===== src/sv/lphs_pkg.sv =====
// Package for the linear probing hash set.
// Holds the operation and status codes and the control bundle sent to the slot cells.
// No dependencies.
`default_nettype none

package lphs_pkg;

    localparam int KEY_W      = 31;
    localparam int HOME_W     = 8;

    typedef enum logic [1:0] {
        KIND_INSERT = 2'd0,
        KIND_SEARCH = 2'd1,
        KIND_DELETE = 2'd2
    } t_kind;

    typedef enum logic [1:0] {
        ST_OK   = 2'd0,
        ST_MISS = 2'd1,
        ST_FULL = 2'd2
    } t_status;

    typedef struct packed {
        logic              start;
        logic              run;
        logic [1:0]        kind;
        logic [KEY_W-1:0]  key;
        logic [HOME_W-1:0] home;
    } t_cell_ctl;

endpackage

`default_nettype wire


===== src/sv/linear_probe_hash_set_top.sv =====
// Flow: the key is multiplied by the slot count's reciprocal at accept, S_MOD reduces it
// to its home slot, then S_WALK probes one slot per cycle (1 to SLOTS slots) until a hit or the last slot.
// One operation is in flight at a time; the next beat is taken once the result is registered,
// even while that result waits to be taken; a stalled output first parks the result in S_HOLD.
// Synchronous active-low reset empties the table and clears all handshake state.
// Top level of the hash set; depends on lphs_pkg and lphs_cell.
`default_nettype none

module linear_probe_hash_set_top
    import lphs_pkg::*;
#(
    parameter int SLOTS = 16
) (
    input  wire logic             i_clk,
    input  wire logic             i_rst_n,
    input  wire logic             i_in_valid,
    output logic                  o_in_ready,
    input  wire logic [1:0]       i_kind,
    input  wire logic [KEY_W-1:0] i_key,
    output logic                  o_out_valid,
    input  wire logic             i_out_ready,
    output logic [1:0]            o_status
);

    localparam int IW    = (SLOTS > 1) ? $clog2(SLOTS) : 1;
    localparam int LOG_S = $clog2(SLOTS);
    localparam int SH    = KEY_W + LOG_S;
    localparam int PW    = 2 * KEY_W + 1;
    localparam logic [63:0] RECIP_WIDE =
        ((64'd1 << SH) + 64'(SLOTS) - 64'd1) / 64'(SLOTS);
    localparam logic [KEY_W:0]   RECIP     = RECIP_WIDE[KEY_W:0];
    localparam logic [KEY_W-1:0] SLOTS_K   = KEY_W'(SLOTS);
    localparam logic [IW-1:0]    LAST_STEP = IW'(SLOTS - 1);

    typedef enum logic [3:0] {
        S_IDLE = 4'b0001,
        S_MOD  = 4'b0010,
        S_WALK = 4'b0100,
        S_HOLD = 4'b1000
    } t_state;

    t_state                r_state, n_state;
    logic [1:0]            r_kind;
    logic [KEY_W-1:0]      r_key;
    logic [PW-1:0]         r_prod;
    logic [IW-1:0]         r_step;
    logic [1:0]            r_pend;
    logic                  r_out_valid;
    logic [1:0]            r_status;
    logic [PW-1-SH:0]      quot;
    logic [KEY_W-1:0]      quot_x;
    logic [KEY_W-1:0]      rem_key;
    logic                  in_acc;
    logic                  out_free;
    logic                  walk_end;
    logic                  any_hit;
    logic [1:0]            fin_status;
    t_cell_ctl             ctl;
    logic [SLOTS-1:0]      tok;
    logic [SLOTS-1:0]      hit;

    assign in_acc   = i_in_valid && o_in_ready;
    assign out_free = !r_out_valid || i_out_ready;
    assign any_hit  = |hit;
    assign walk_end = any_hit || (r_step == LAST_STEP);

    assign quot    = r_prod[PW-1:SH];
    assign quot_x  = KEY_W'(quot) * SLOTS_K;
    assign rem_key = r_key - quot_x;

    always_comb begin
        if (any_hit) begin
            fin_status = ST_OK;
        end else if (r_kind == KIND_INSERT) begin
            fin_status = ST_FULL;
        end else begin
            fin_status = ST_MISS;
        end
    end

    always_comb begin
        ctl.start = (r_state == S_MOD);
        ctl.run   = (r_state == S_WALK) && (r_step != LAST_STEP);
        ctl.kind  = r_kind;
        ctl.key   = r_key;
        ctl.home  = HOME_W'(rem_key);
    end

    for (genvar g = 0; g < SLOTS; g++) begin : g_cell
        lphs_cell #(
            .IDX(g)
        ) u_cell (
            .i_clk   (i_clk),
            .i_rst_n (i_rst_n),
            .i_ctl   (ctl),
            .i_tok   (tok[(g + SLOTS - 1) % SLOTS]),
            .o_tok   (tok[g]),
            .o_hit   (hit[g])
        );
    end

    always_comb begin
        n_state = r_state;
        unique case (r_state)
            S_IDLE: if (in_acc) n_state = S_MOD;
            S_MOD:  n_state = S_WALK;
            S_WALK: begin
                if (walk_end) begin
                    n_state = out_free ? S_IDLE : S_HOLD;
                end
            end
            S_HOLD: if (out_free) n_state = S_IDLE;
            default: n_state = S_IDLE;
        endcase
    end

    always_ff @(posedge i_clk) begin
        if (!i_rst_n) begin
            r_state     <= S_IDLE;
            r_out_valid <= 1'b0;
        end else begin
            r_state <= n_state;
            if ((r_state == S_WALK) && walk_end && out_free) begin
                r_out_valid <= 1'b1;
            end else if ((r_state == S_HOLD) && out_free) begin
                r_out_valid <= 1'b1;
            end else if (i_out_ready) begin
                r_out_valid <= 1'b0;
            end
        end
    end

    always_ff @(posedge i_clk) begin
        if (in_acc) begin
            r_kind <= i_kind;
            r_key  <= i_key;
            r_prod <= PW'(i_key) * PW'(RECIP);
        end
        if (r_state == S_MOD) begin
            r_step <= '0;
        end else if (r_state == S_WALK) begin
            r_step <= r_step + 1'b1;
        end
        if ((r_state == S_WALK) && walk_end) begin
            if (out_free) begin
                r_status <= fin_status;
            end else begin
                r_pend <= fin_status;
            end
        end else if ((r_state == S_HOLD) && out_free) begin
            r_status <= r_pend;
        end
    end

    assign o_in_ready  = (r_state == S_IDLE);
    assign o_out_valid = r_out_valid;
    assign o_status    = r_status;

endmodule

`default_nettype wire


===== src/sv/lphs_cell.sv =====
// One slot of the hash set: stored key, occupancy bit and the probe token.
// Depends on lphs_pkg for the control bundle and the operation codes.
`default_nettype none

module lphs_cell
    import lphs_pkg::*;
#(
    parameter int IDX = 0
) (
    input  wire logic      i_clk,
    input  wire logic      i_rst_n,
    input  wire t_cell_ctl i_ctl,
    input  wire logic      i_tok,
    output logic           o_tok,
    output logic           o_hit
);

    logic             r_tok;
    logic             r_valid;
    logic [KEY_W-1:0] r_key;
    logic             n_tok;
    logic             cond;

    always_comb begin
        case (i_ctl.kind)
            KIND_INSERT: cond = !r_valid;
            KIND_SEARCH,
            KIND_DELETE: cond = r_valid && (r_key == i_ctl.key);
            default:     cond = 1'b0;
        endcase
    end

    assign o_hit = r_tok && cond;
    assign o_tok = r_tok && !cond;

    always_comb begin
        if (i_ctl.start) begin
            n_tok = (i_ctl.home == HOME_W'(IDX));
        end else if (i_ctl.run) begin
            n_tok = i_tok;
        end else begin
            n_tok = 1'b0;
        end
    end

    always_ff @(posedge i_clk) begin
        if (!i_rst_n) begin
            r_tok   <= 1'b0;
            r_valid <= 1'b0;
        end else begin
            r_tok <= n_tok;
            if (o_hit && (i_ctl.kind == KIND_INSERT)) begin
                r_valid <= 1'b1;
            end else if (o_hit && (i_ctl.kind == KIND_DELETE)) begin
                r_valid <= 1'b0;
            end
        end
    end

    always_ff @(posedge i_clk) begin
        if (o_hit && (i_ctl.kind == KIND_INSERT)) begin
            r_key <= i_ctl.key;
        end
    end

endmodule

`default_nettype wire


===== config.mk =====
export PLATFORM = sky130hd
export DESIGN_NAME = linear_probe_hash_set_top
export DESIGN_NICKNAME = d
export VERILOG_FILES = /design/src/sv/lphs_pkg.sv /design/src/sv/linear_probe_hash_set_top.sv /design/src/sv/lphs_cell.sv
export SDC_FILE = /design/constraint.sdc
export NUM_CORES = 1
export LEC_CHECK = 0
export BUFFER_PORTS_ARGS = -buffer_cell sky130_fd_sc_hd__buf_2
export CORE_MARGIN = 2
export CORE_UTILIZATION = 64
export CTS_CLUSTER_SIZE = 14
export DETAILED_ROUTE_END_ITERATION = 8
export GPL_ROUTABILITY_DRIVEN = 0
export PLACE_DENSITY = 0.81
export SLEW_MARGIN = 20
export SYNTH_ARGS = -nofsm -noshare
export SYNTH_HDL_FRONTEND = slang
export SYNTH_SLANG_ARGS = --single-unit

===== constraint.sdc =====
create_clock -name i_clk -period 10.8 [get_ports i_clk]
set_input_delay 0.54 -clock i_clk [delete_from_list [all_inputs] [get_ports i_clk]]
set_output_delay 0.54 -clock i_clk [all_outputs]
set_load 0.05 [all_outputs]

; ---- Yosys cells after proc, flatten, opt, wreduce, memory -nomap -nowiden
; Index checks and enable logic that the tools add are counted.
[op_classes]
add_sub_neg = 2
eq_ne = 43
n_mux = 93
bitwise = 1
reduce_logical = 145
[op_table]
columns = op, count
row1 = 31-bit equality test, 16
row2 = 1-bit logical AND, 85
row3 = 1-bit 2-to-1 mux, 67
row4 = "8-bit by 4-bit equality test with 1-bit output, second input constant", 8
row5 = 2-bit nonzero test, 17
row6 = 1-bit zero test, 33
row7 = "8-bit by 3-bit equality test with 1-bit output, second input constant", 4
row8 = 1-bit one-hot mux with 2 select lines, 16
row9 = "8-bit by 2-bit equality test with 1-bit output, second input constant", 2
row10 = 4-bit 2-to-1 mux, 4
row11 = 4-bit one-hot mux with 4 select lines, 1
row12 = 16-bit OR reduction, 1
row13 = 2-bit 2-to-1 mux, 5
row14 = "4-bit equality test, second input constant", 2
row15 = "8-bit by 1-bit equality test with 1-bit output, second input constant", 1
row16 = 8-bit zero test, 1
row17 = 8-bit subtractor, 1
row18 = "2-bit inequality test, second input constant", 3
row19 = "4-bit by 1-bit adder with 4-bit output, second input constant", 1
row20 = "4-bit by 1-bit equality test with 1-bit output, second input constant", 1
row21 = "4-bit by 2-bit equality test with 1-bit output, second input constant", 1
row22 = "4-bit by 3-bit equality test with 1-bit output, second input constant", 1
row23 = "4-bit inequality test, second input constant", 1
row24 = 2-bit AND reduction, 2
row25 = 9 further kinds, 10
[totals]
register_bits = 574
inputBits = 37
out_inout_bits = 4
elab_cells = 339

; ---- Logic depth before layout (Yosys ltp)
[logic_depth]
word_depth = 9
depth_mapped = 12
depth_no_buf = 10

; ---- By module
; From an unflattened synthesis, not the netlist that was laid out.
[hier_totals]
cells_unflattened = 1797
area_unflattened_um2 = 25907.3
[by_module_without_submodules]
columns = mod, n_inst, cells_per_inst, area_per_inst_um2, seq_area_each_um2
row1 = lphs_cell at g_cell[11].u_cell ..., 7, 107, 1522.7, 970.9
row2 = lphs_cell at g_cell[15].u_cell ..., 5, 107, 1521.5, 970.9
row3 = lphs_cell at g_cell[12].u_cell ..., 2, 109, 1521.5, 970.9
row4 = linear_probe_hash_set_top, 1, 93, 1634.1, 1291.2
row5 = lphs_cell at g_cell[10].u_cell, 1, 101, 1483.9, 970.9
row6 = lphs_cell at g_cell[0].u_cell, 1, 101, 1480.2, 970.9

; ---- Worst setup path before layout
; No wires, ideal clock.
[synth_path]
kind = flip-flop to flip-flop
from = register r_prod[31] (netlist name)
to = register g_cell[8].u_cell.r_key[0] (enable)
setup_time_ns = 0.500
arrival_time_ns = 4.478
t_required_ns = 10.300
path_slack_ns = 5.822
stages_incl_launch_ff = 7
n_path_buf = 1
synth_period_minus_slack_ns = 4.978
path_cell_list = edfxtp_1 buf_4 xor2_1 nor4_1 nand4_1 a2bb2oi_1 nor4_1
[synth_lines]
columns = element, line_no
row1 = to (signal assigned), lphs_cell.sv:62  ; r_key <= i_ctl.key;
row2 = to (decl), lphs_cell.sv:20  ; logic [KEY_W-1:0] r_key;

; ---- Worst setup path in the final report
[layout_path]
from = register r_kind[1]
to = register g_cell[11].u_cell.r_key[26] (enable)
[layout_via]
elab_chain_cells = 5
word_cells_on_any_way = 7
cone_classes = eq/ne (2) / mux (1) / reduce/logical (4)
[layout_lines]
columns = element, line_no
row1 = from (decl), linear_probe_hash_set_top.sv:43  ; logic [1:0] r_kind;
row2 = from (signal assigned), linear_probe_hash_set_top.sv:135  ; r_kind <= i_kind;
row3 = 2-bit by 1-bit equality test with 1-bit output / 2-bit equality test (equally long branches), lphs_cell.sv:25  ; case (i_ctl.kind)
row4 = 2-bit OR reduction, lphs_cell.sv:25
row5 = 1-bit one-hot mux with 2 select lines, lphs_cell.sv:25
row6 = 1-bit logical AND, lphs_cell.sv:33  ; assign o_hit = r_tok && cond;
row7 = 1-bit logical AND *, lphs_cell.sv:61  ; if (o_hit && (i_ctl.kind == KIND_INSERT)) begin
row8 = to (signal assigned), lphs_cell.sv:62
row9 = to (decl), lphs_cell.sv:20
; Mark *: on every way between the ends. The rest lies on a longest branch, timed or not.
; A chain may end at the register's enable or synchronous reset.

==> impl_metrics.json <==
{
  "setup_viol": 0,
  "drive_above_1_share": 0.1134,
  "rsz0062_at_grt": "false",
  "htree_levels": 2,
  "grt_max_degree": 40,
  "synth-main-ff-cell": "edfxtp_1",
  "initial_utilization": 0.6483,
  "drv_slew": 0,
  "overflow": 0,
  "numPortBuffers": 40,
  "finish.utilization": 0.7084,
  "postCtsSetupBuffers": 0,
  "grt_pass1_wl_mm": 80.96,
  "syn_to_final_growth_pct": 9.260,
  "fin_skew_ns": 0.01418,
  "yosysSeqAreaShare": 0.6907,
  "synth_fp_nets": 1595,
  "drv_cap": 0,
  "timing.final.crit_share": 0.3405,
  "synth_edf_count": 533,
  "timing.final.crit_period_ns": 3.677,
  "synth_common_cells": "edfxtp_1 (533), xor2_1 (498), nor4_1 (128), nand2_1 (51), buf_6 (50)",
  "drtIter0Drc": 1353,
  "worst-path-buf-inv": 3,
  "finalSetupTns_ns": 0,
  "arrival_ns": 3.72,
  "hp-class": "in -> reg",
  "cts_buffers": 54,
  "outcome": "complete, no violations",
  "via_count": 13187,
  "slowest_delay_ns": 0.93,
  "total_power_uw": 4690,
  "ir_worst_vdd_uv": 198.3,
  "critPathSlowestCell": "inv_1",
  "async_flop_share": 0,
  "antenna_found_initial": 0,
  "cts_buffer_depth": 3,
  "cts_sinks": 574,
  "wire_per_inst_um": 24.83,
  "worst-path-max-fanout": 31,
  "maxSlewHeadroom": 0.2404,
  "p_leak_uw": 0.008995,
  "tightest_slew_ns": 1.138,
  "ys_ff_latch": 574,
  "crit_chain": "inv_1 -> ha_1 -> inv_1 -> o22a_1 -> nor2_1 -> nand3_1 -> clkinv_1",
  "cts.clk_slew.worst_paths_ns": 0.06,
  "hold_viol": 0,
  "grt_pass1_vias": 13392,
  "die_y_um": 199.1,
  "path_delay_family": "buffers and inverters",
  "p_per_area_nw_per_um2": 176.2,
  "hpwl_mm": 29.42,
  "critical_path_required_ns": 10.84,
  "max_freq_ghz": 0.2720,
  "yosysMostFrequentCell": "edfxtp_1",
  "die_area_um2": 39640,
  "synth_cell_types": 56,
  "finish.net_count": 1662,
  "die_x_um": 199.1,
  "cts_tree": "built",
  "core_um2": 37580,
  "syn_area_per_cell_um2": 15.68,
  "diodes": 0,
  "synth_top_area_cell": "edfxtp_1",
  "cts_root_buf": "clkbuf_16",
  "yosys_warnings": 0,
  "cp-end-kind": "flop",
  "nFillCells": 2298,
  "drc": 0,
  "ctsHoldBuffers": 0,
  "num_io_pins": 41,
  "track_usage": 0.2828,
  "via_per_inst": 6.057,
  "start_kind": "flop",
  "synthCells": 1554,
  "synth_area_leaders": "edfxtp_1 (66%), xor2_1 (18%), dfxtp_1 (3.4%)",
  "dr.pass1.iters": 5,
  "postRouteAntennaNets": 0,
  "clk_latency_ns": 0.61,
  "ctsResizeCount": 0,
  "worstSetupPathType": "reg -> reg",
  "synth.cell_area_um2": 24360,
  "synth_top_area_frac": 0.6570,
  "crit_top_cell": "inv_1",
  "floorplan.rows": 71,
  "routed_wl_mm": 54.05
}
## cells by family after synthesis
logic type,after synthesis,synth area share
AOI/OAI and AO/OA,80,0.02496
xor gates and xnor gates,499,0.1794
adders and majority gates,4,0.002054
buffers and inverters,98,0.03426
DFF,574,0.6907
and+or+nand+nor,299,0.06867
## area by class of cell
| type | instances | area, um^2 | area share |
|---|---|---|---|
| inverters | 20 | 75.07 | 0.002820 |
| clock buffers | 81 | 1588 | 0.05965 |
| repair buffers | 89 | 568.0 | 0.02134 |
| well taps | 511 | 639.4 | 0.02402 |
| multi-input cells | 882 | 6740 | 0.2532 |
| flip-flops and latches | 574 | 16830 | 0.6321 |
| clock inverters | 20 | 181.4 | 0.006816 |
## power breakdown
group          leakage, uW  internal (uW)  switching, uW
registers          0.00514           2460           9.43
clock network     0.000868           1090            797
logic              0.00299           91.1            246
## flip-flops by register name, summed over array words and instances (netlist names)
register               count
g_cell.u_cell.r_key      496
g_cell.u_cell.r_valid     16
g_cell.u_cell.r_tok       16
r_kind                     2
r_state                    4
r_prod                    31
r_pend                     2
r_step                     4
o_status                   2
o_out_valid                1
## routing by layer
layer  vias up  routed length (um)  global-route usage
met5         -                   0                   0
met4         0                2043              0.1202
met3       140                3813             0.05300
met2       565               26070              0.4593
met1      6653               22120              0.3787
li1       5829                   -                   -
## layout by cell type, fill, tap and decap left out, types with 18 or more instances in the layout
| master | netlist | final |
|---|---|---|
| clkbuf_1 | 10 | 18 |
| nor2_1 | 35 | 35 |
| nand4_1 | 34 | 34 |
| dfxtp_1 | 41 | 41 |
| edfxtp_1 | 533 | 533 |
| clkbuf_16 | 0 | 58 |
| buf_2 | 5 | 40 |
| nor4_1 | 128 | 126 |
| nand2_1 | 51 | 51 |
| xor2_1 | 498 | 498 |
| o22a_1 | 18 | 18 |
| buf_4 | 8 | 49 |
## final timing paths
path	start	end	slack, ns	cells past startpoint
worst max register to register	r_kind[1]$_DFFE_PP_	g_cell[11].u_cell.r_key[26]$_DFFE_PP_	7.12	7
worst min-delay path	i_key[22]	r_prod[53]$_DFFE_PP_	0.11	1
worst max-delay path	r_kind[1]$_DFFE_PP_	g_cell[11].u_cell.r_key[26]$_DFFE_PP_	7.12	7
worst min register to register	r_step[1]$_SDFFE_PP0N_	r_step[1]$_SDFFE_PP0N_	0.51	2
## metrics by stage
stage / cell area, um^2 / hold WS, ns / instances / worst slack [ns]
floorplan: 24360 / 0.4537 / 1554 / 5.822
global placement: 24850 / 0.4657 / 2076 / 7.143
detailed placement: 24850 / 0.4882 / 2076 / 6.990
CTS: 26620 / 0.08135 / 2177 / 6.978
global route: 26620 / 0.08319 / 2177 / 6.929
finish: 26620 / 0.1066 / 2177 / 7.123
(Power assumes the default switching activity.)
